==> config.mk <==
export PLATFORM = sky130hd
export DESIGN_NAME = nonoverlapping_pattern_match_finder_core
export DESIGN_NICKNAME = d
export VERILOG_FILES = /design/src/rtl/core/npmf_pkg.sv /design/src/rtl/core/npmf_scan.sv /design/src/rtl/core/npmf_out_queue.sv /design/src/rtl/core/nonoverlapping_pattern_match_finder_core.sv
export SDC_FILE = /design/constraint.sdc
export NUM_CORES = 1
export LEC_CHECK = 0
export ABC_AREA = 1
export BUFFER_PORTS_ARGS = -buffer_cell sky130_fd_sc_hd__buf_2
export CAP_MARGIN = 30
export CORE_MARGIN = 2
export CORE_UTILIZATION = 35
export CTS_CLUSTER_DIAMETER = 100
export DETAILED_ROUTE_END_ITERATION = 8
export MAX_ROUTING_LAYER = met4
export PLACE_DENSITY = 0.47
export SLEW_MARGIN = 25
export SYNTH_ARGS = -nofsm -noshare
export SYNTH_HDL_FRONTEND = slang
export SYNTH_SLANG_ARGS = --single-unit
==> constraint.sdc <==
create_clock -name clk -period 4.7 [get_ports clk]
set_input_delay 0.47 -clock clk [delete_from_list [all_inputs] [get_ports clk]]
set_output_delay 0.47 -clock clk [all_outputs]
set_load 0.05 [all_outputs]
==> src/rtl/core/npmf_pkg.sv <==
package npmf_pkg;

	localparam int MAX_PATTERN = 8;
	localparam int MAX_LINE    = 4096;

	localparam int CHAR_W = 8;
	localparam int PAT_W  = 64;
	localparam int LEN_W  = 4;
	localparam int IDX_W  = 12;
	localparam int CNT_W  = 13;
	localparam int POS_W  = $clog2(MAX_LINE + 1);
	localparam int HIST_W = CHAR_W * (MAX_PATTERN - 1);
	localparam int BLK_W  = 3;
	localparam int CFG_IDX_W = 2;
	localparam int OUT_DATA_W = 32;

	typedef enum logic [CFG_IDX_W-1:0] {
		REG_PATTERN_BYTES  = 2'd0,
		REG_PAT_LEN        = 2'd1,
		REG_MATCH_LIMIT    = 2'd2
	} cfg_reg_t;

	typedef enum logic {
		KIND_MATCH   = 1'b0,
		KIND_SUMMARY = 1'b1
	} kind_t;

	// results caused by one input byte
	typedef struct packed {
		logic             has_match;
		logic             has_sum;
		logic [IDX_W-1:0] start_idx;
		logic [CNT_W-1:0] hit_count;
	} byte_result_t;

	typedef struct packed {
		logic [PAT_W-1:0] pattern_bytes;
		logic [LEN_W-1:0] pat_len;
		logic [CNT_W-1:0] match_limit;
	} npmf_cfg_t;

endpackage

==> src/rtl/core/npmf_scan.sv <==
module npmf_scan (
	input  logic                            clk,
	input  logic                            arst_n,
	input  npmf_pkg::npmf_cfg_t             cfg,
	input  logic                            advance,
	input  logic [npmf_pkg::CHAR_W-1:0]     char_value,
	input  logic                            line_end,
	output logic                            result_valid,
	output npmf_pkg::byte_result_t          result
);
	import npmf_pkg::*;

	logic [HIST_W-1:0] recent_q;
	logic [POS_W-1:0]  pos_q;
	logic [BLK_W-1:0]  blocked_q;
	logic [CNT_W-1:0]  found_q;

	logic [PAT_W-1:0]  window;
	logic [MAX_PATTERN:0] len_match;
	logic [LEN_W-1:0]  eff_len;
	logic              active;
	logic              long_enough;
	logic              hit;
	logic [CNT_W-1:0]  found_next;
	logic [POS_W-1:0]  start_pos;

	// newest byte in the low lane, older bytes above
	assign window = {recent_q, char_value};

	always_comb begin
		logic ok;
		len_match = '0;
		for (int l = 1; l <= MAX_PATTERN; l++) begin
			ok = 1'b1;
			for (int i = 0; i < MAX_PATTERN; i++) begin
				if (i < l) begin
					if (cfg.pattern_bytes[CHAR_W*i +: CHAR_W] !=
					    window[CHAR_W*(l-1-i) +: CHAR_W])
						ok = 1'b0;
				end
			end
			len_match[l] = ok;
		end
	end

	assign eff_len = (cfg.pat_len > LEN_W'(MAX_PATTERN)) ?
		LEN_W'(MAX_PATTERN) : cfg.pat_len;
	assign active = pos_q < POS_W'(MAX_LINE);
	assign long_enough = ({1'b0, pos_q} + (POS_W+1)'(1)) >= (POS_W+1)'(eff_len);

	assign hit = active && (blocked_q == '0) && (found_q < cfg.match_limit) &&
		(eff_len != '0) && long_enough && len_match[eff_len];

	assign found_next = hit ? found_q + CNT_W'(1) : found_q;
	assign start_pos  = pos_q + POS_W'(1) - POS_W'(eff_len);

	assign result_valid       = hit || line_end;
	assign result.has_match   = hit;
	assign result.has_sum     = line_end;
	assign result.start_idx   = start_pos[IDX_W-1:0];
	assign result.hit_count   = found_next;

	always_ff @(posedge clk or negedge arst_n) begin
		if (!arst_n) begin
			recent_q  <= '0;
			pos_q     <= '0;
			blocked_q <= '0;
			found_q   <= '0;
		end else if (advance) begin
			if (line_end) begin
				recent_q  <= '0;
				pos_q     <= '0;
				blocked_q <= '0;
				found_q   <= '0;
			end else if (active) begin
				recent_q <= window[HIST_W-1:0];
				pos_q    <= pos_q + POS_W'(1);
				found_q  <= found_next;
				if (hit)
					blocked_q <= BLK_W'(eff_len - LEN_W'(1));
				else if (blocked_q != '0)
					blocked_q <= blocked_q - BLK_W'(1);
			end
		end
	end

endmodule

==> src/rtl/core/npmf_out_queue.sv <==
module npmf_out_queue (
	input  logic                              clk,
	input  logic                              arst_n,
	input  logic                              wr_valid,
	input  npmf_pkg::byte_result_t            wr_result,
	output logic                              full,
	output logic                              m_axis_tvalid,
	input  logic                              m_axis_tready,
	output logic [npmf_pkg::OUT_DATA_W-1:0]   m_axis_tdata,  // start_idx, hit_count
	output logic                              m_axis_tuser,  // kind
	output logic                              m_axis_tlast   // last
);
	import npmf_pkg::*;

	localparam int DEPTH = 2;

	byte_result_t entry_q [DEPTH];
	logic         wr_ptr_q;
	logic         rd_ptr_q;
	logic [1:0]   count_q;
	logic         phase_q;

	byte_result_t head;
	logic         show_match;
	logic         beat;
	logic         pop;
	logic         push;

	assign head       = entry_q[rd_ptr_q];
	assign show_match = head.has_match && !phase_q;
	assign full       = count_q == 2'(DEPTH);
	assign push       = wr_valid && !full;

	assign m_axis_tvalid = count_q != '0;
	assign m_axis_tuser  = show_match ? KIND_MATCH : KIND_SUMMARY;
	assign m_axis_tlast  = show_match ? !head.has_sum : 1'b1;
	assign m_axis_tdata  = {{(OUT_DATA_W-IDX_W-CNT_W){1'b0}}, head.hit_count,
		show_match ? head.start_idx : {IDX_W{1'b0}}};

	assign beat = m_axis_tvalid && m_axis_tready;
	assign pop  = beat && m_axis_tlast;

	always_ff @(posedge clk) begin
		if (push)
			entry_q[wr_ptr_q] <= wr_result;
	end

	always_ff @(posedge clk or negedge arst_n) begin
		if (!arst_n) begin
			wr_ptr_q <= 1'b0;
			rd_ptr_q <= 1'b0;
			count_q  <= '0;
			phase_q  <= 1'b0;
		end else begin
			if (push)
				wr_ptr_q <= !wr_ptr_q;
			if (pop) begin
				rd_ptr_q <= !rd_ptr_q;
				phase_q  <= 1'b0;
			end else if (beat) begin
				phase_q <= 1'b1;
			end
			case ({push, pop})
				2'b10:   count_q <= count_q + 2'd1;
				2'b01:   count_q <= count_q - 2'd1;
				default: count_q <= count_q;
			endcase
		end
	end

endmodule

==> src/rtl/core/nonoverlapping_pattern_match_finder_core.sv <==
// Finds non-overlapping occurrences of a 1 to 8 byte pattern in a stream of line
// bytes. Each accepted byte is compared against the pattern over a window of itself
// and the previous seven bytes in the same cycle, so a new byte can be taken every
// clock while the queue is not full. A match word (tuser 0) carries the start
// position and running count; the last byte of a line (tlast in) also yields a
// summary word (tuser 1) with the line total, after any match word of that byte.
// Results pass through a two-entry queue of per-byte records; a byte that makes both
// a match and a summary is sent as two output words, so sustained rate is one byte
// per clock with the output ready unless lines end on a match. Bytes beyond position
// 4095 of a line are ignored. Write the configuration only while the block is idle.
module nonoverlapping_pattern_match_finder_core (
	input  logic                                clk,
	input  logic                                arst_n,
	input  logic                                s_axis_tvalid,
	output logic                                s_axis_tready,
	input  logic [npmf_pkg::CHAR_W-1:0]         s_axis_tdata,  // char_value
	input  logic                                s_axis_tlast,  // line_end
	output logic                                m_axis_tvalid,
	input  logic                                m_axis_tready,
	output logic [npmf_pkg::OUT_DATA_W-1:0]     m_axis_tdata,  // start_idx, hit_count
	output logic                                m_axis_tuser,  // kind
	output logic                                m_axis_tlast,  // last
	input  logic                                cfg_valid,
	output logic                                cfg_ready,
	input  logic [npmf_pkg::CFG_IDX_W-1:0]      cfg_index,
	input  logic [npmf_pkg::PAT_W-1:0]          cfg_data
);
	import npmf_pkg::*;

	npmf_cfg_t    cfg_q;
	logic         full;
	logic         accept;
	logic         result_valid;
	byte_result_t result;

	assign cfg_ready     = 1'b1;
	assign s_axis_tready = !full;
	assign accept        = s_axis_tvalid && s_axis_tready;

	always_ff @(posedge clk or negedge arst_n) begin
		if (!arst_n) begin
			cfg_q.pattern_bytes  <= '0;
			cfg_q.pat_len        <= LEN_W'(1);
			cfg_q.match_limit    <= CNT_W'(MAX_LINE);
		end else if (cfg_valid && cfg_ready) begin
			unique case (cfg_index)
				REG_PATTERN_BYTES:  cfg_q.pattern_bytes  <= cfg_data;
				REG_PAT_LEN:        cfg_q.pat_len        <= cfg_data[LEN_W-1:0];
				REG_MATCH_LIMIT:    cfg_q.match_limit    <= cfg_data[CNT_W-1:0];
				default: ;
			endcase
		end
	end

	npmf_scan u_scan (
		.clk          (clk),
		.arst_n       (arst_n),
		.cfg          (cfg_q),
		.advance      (accept),
		.char_value   (s_axis_tdata),
		.line_end     (s_axis_tlast),
		.result_valid (result_valid),
		.result       (result)
	);

	npmf_out_queue u_out_queue (
		.clk           (clk),
		.arst_n        (arst_n),
		.wr_valid      (accept && result_valid),
		.wr_result     (result),
		.full          (full),
		.m_axis_tvalid (m_axis_tvalid),
		.m_axis_tready (m_axis_tready),
		.m_axis_tdata  (m_axis_tdata),
		.m_axis_tuser  (m_axis_tuser),
		.m_axis_tlast  (m_axis_tlast)
	);

endmodule

==> results by group <==
Status
  • Status: completed

Floorplan
  • CORE AREA: 39,900 um2
  • Ports: 117
  • DIE WIDTH: 206 um
  • Initial core utilization: 35.6%
  • Die area: 42,300 um2
  • Die H: 206 um
  • Std-Cell Rows: 73

Clock network
  • CTS tree: built
  • Clock Latency Late Sink: 580 ps
  • Worst-path clk slew: 60 ps
  • CTS buffer count: 27
  • H-tree levels: 1
  • CTS sink cnt: 225
  • Clock root buffer master: clkbuf_16
  • Clock buffer depth: 3
  • Post-CTS setup buffers: 0
  • PostCTS Resize Cnt: 0
  • Hold buffer count at cts: 0

Worst setup path
  • Slowest cell on the critical path: nor2_1
  • Critical Path End Type: register
  • Worst EP required: 5150 ps
  • Worst Setup Start Kind: register
  • CP cell instances: nor2_1, inv_1, fa_1, nand3_1, nand2_1, nor2_1, nand4_1, nor2_1, nand2_1, inv_2, nor2_2, nand3_4, a21oi_2, inv_1, ha_1, a21oi_1, o21ai_0, xor2_1
  • CP arrival: 4250 ps
  • Largest stage delay, worst path: 500 ps
  • Most used cell, CP: nor2_1
  • CP Max Fanout: 9
  • WS Path Type: reg2reg

GRT
  • Vias in the first global route: 13,739
  • Initial antenna violation count: 0
  • First-pass GRT wire length: 89.7 mm
  • Tot GR Track Use: 30.0%
  • Largest net degree at the start of global routing: 84
  • Global route overflow: 0

Routing
  • Drt initial violations: 1,172
  • Post-route ant nets: 0
  • Routed vias/inst: 5.28
  • Vias: 13,889
  • Per-cell routed wire length: 23.2 um
  • Drt first pass iters: 5
  • Total Wirelength: 61.0 mm
  • DR DRC count: 0

Layout
  • Finished Cell Area: 16,100 um2
  • Area growth syn-to-layout: 13.2%
  • N_diodes: 0
  • Layout Cells excl Fill: 2,632
  • Multi-input gate area: 7090 um2
  • Register area: 5900 um2
  • Most common cell after layout, fill and taps aside: nand2_1
  • Layout fillers: 4,281
  • Nets: 2,187
  • Layout cells sized above 1: 9.59%
  • Commonest cells after routing, fill and taps aside: nand2_1, nor2_1, inv_1

Logic synthesis
  • Post-synthesis mux area share: 1.11%
  • Yosys cell types: 43
  • Synth Area in Simple Gates: 31.1%
  • Post-synth EDFFs: 54
  • Post-synthesis sequential area ratio: 41.5%
  • Post-Synth XOR/XNOR Area: 5.91%
  • Post-synthesis adder-cell area fraction: 1.90%
  • Mean post-synth cell area: 7.05 um2
  • Post-Synthesis Cells: 2,016
  • Largest family of logic cells by synthesized area: simple AND/OR/NAND/NOR gates
  • Top FF cell, synth: dfrtp_1
  • Cell Area, Synth: 14,200 um2
  • Async SR Flop Fraction: 76.0%
  • Synth Area in Compound Gates: 9.42%
  • YS warnings: 0
  • Yosys reg bits: 225

Pwr
  • Pwr Total: 9.20 mW
  • P_leak: 7.71 nW
  • Peak VDD IR: 0.287 mV
  • Pwr/cell area: 571 nW/um2

STA
  • Clock Skews: 13.5 ps
  • Setup TNS: 0 ps
  • RSZ-0062 raised after global routing: no
  • Hold Fails Final Rpt: 0
  • Least-Margin Pin Slew: 926 ps
  • Slew Viols, Final: 0
  • Final period utilization: 80.9%
  • Fmax: 263 MHz
  • Final setup fails: 0
  • Worst setup margin: 897 ps
  • Final min period: 3800 ps
  • Relative slew slack: 38.3%

Placement
  • HPWL after DPL: 45.8 mm
  • DP Area: 15,200 um2
  • Final GP Congestion: 1.08
  • DP Cell Count: 2,582
  • IO Port Bufs: 108
  • Pre-CTS setup slack: 818 ps

Job
  • Max-cap viol count: 0

Worst hold path
  • Hold crit path type: in2async
-- cells in the mapped netlist (all sizes together) (2+ instances only) --
| library cell | n | share of area, % |
|---|---|---|
| and2 | 5 | 0.22 |
| nor4 | 2 | 0.088 |
| clkinv | 4 | 0.14 |
| inv | 210 | 5.5 |
| nor3 | 10 | 0.39 |
| nand2 | 756 | 20 |
| ha | 20 | 1.8 |
| clkbuf | 36 | 1.0 |
| edfxtp | 54 | 11 |
| conb | 2 | 0.053 |
| nand4 | 52 | 2.3 |
| nor2 | 219 | 5.8 |
| xnor2 | 53 | 3.3 |
| buf | 58 | 2.3 |
| mux2 | 14 | 1.1 |
| nand3b | 2 | 0.11 |
| nand3 | 57 | 2.1 |
| dfstp | 2 | 0.37 |
| o22ai | 66 | 2.9 |
| dfrtp | 169 | 30 |
| a21oi | 61 | 2.2 |
| o211ai | 3 | 0.16 |
| xor2 | 43 | 2.6 |
| o21ai | 111 | 3.9 |
-- logic make-up (layout without fill, tap and decap cells) --
logic type / after synthesis / count (layout)
AOI/OAI and AO/OA: 246 / 246
xor gates and xnor gates: 96 / 96
adders and majority gates: 21 / 21
buffers and inverters: 308 / 393
DFF: 225 / 225
muxes: 14 / 14
other: 2 / 8
and+or+nand+nor: 1104 / 1104
-- metal layers --
| layer | wire length, um | GRT usage (%) | vias up |
|---|---|---|---|
| met1 | 24400 | 35.0 | 6603 |
| li1 | - | - | 6524 |
| met5 | 0 | - | - |
| met4 | 4310 | 17.8 | 0 |
| met3 | 3430 | 4.09 | 192 |
| met2 | 28900 | 49.4 | 570 |
-- registers in the layout, summed over array words and instances, names as in the netlist, 2 cells and up --
signal	flops
u_out_queue.entry_q	54
u_scan.blocked_q	3
u_scan.recent_q	56
u_out_queue.count_q	2
u_scan.pos_q	13
cfg_q	81
u_scan.found_q	13
-- report_power, final --
part | total, mW | leakage (nW) | switching (mW) | internal, mW
clock network | 2.26 | 0.456 | 0.905 | 1.36
registers | 3.07 | 2.66 | 0.598 | 2.47
logic | 3.86 | 4.60 | 2.75 | 1.11
total | 9.20 | 7.71 | 4.26 | 4.94
-- critical path: cells and delay by family (launching register included) --
kind | cells | cell delay (ps)
xor+xnor | 1 | 150
flops | 1 | 460
compound gates | 3 | 310
simple gates | 9 | 1530
fa+ha+maj | 2 | 760
buf+inv | 3 | 450
-- path summary, 6_finish.rpt --
check,from,to,slack [ps],cells after the start
setup / recovery,cfg_q[16],u_out_queue.count_q[1],900,18
hold / removal,arst_n,u_scan.pos_q[11],0.2,1
setup reg to reg,cfg_q[16],u_out_queue.count_q[1],900,18
hold reg to reg,u_out_queue.wr_ptr_q,u_out_queue.wr_ptr_q,480,2
max in group asynchronous,arst_n,cfg_q[12],3630,2
min in group clk,s_axis_tlast,u_out_queue.entry_q[0][25],110,1
-- area by class of cell --
type / instances / area share, %
tap: 525 / 4.08
clock inverter: 15 / 1.41
timing repair buffer: 129 / 4.38
clock buffer: 35 / 4.45
sequential: 225 / 36.7
inverter: 214 / 5.02
multi-input combinational: 1489 / 44.0
-- per-stage QoR --
stage	util, %	hold WS [ps]
final	40.3	0.216
after global routing	40.3	42.0
after CTS	40.3	4.15
after detailed placement	38.0	464
after global placement	38.0	458
after floorplan	-	174
Note: power is estimated with default switching activity, not from simulation.
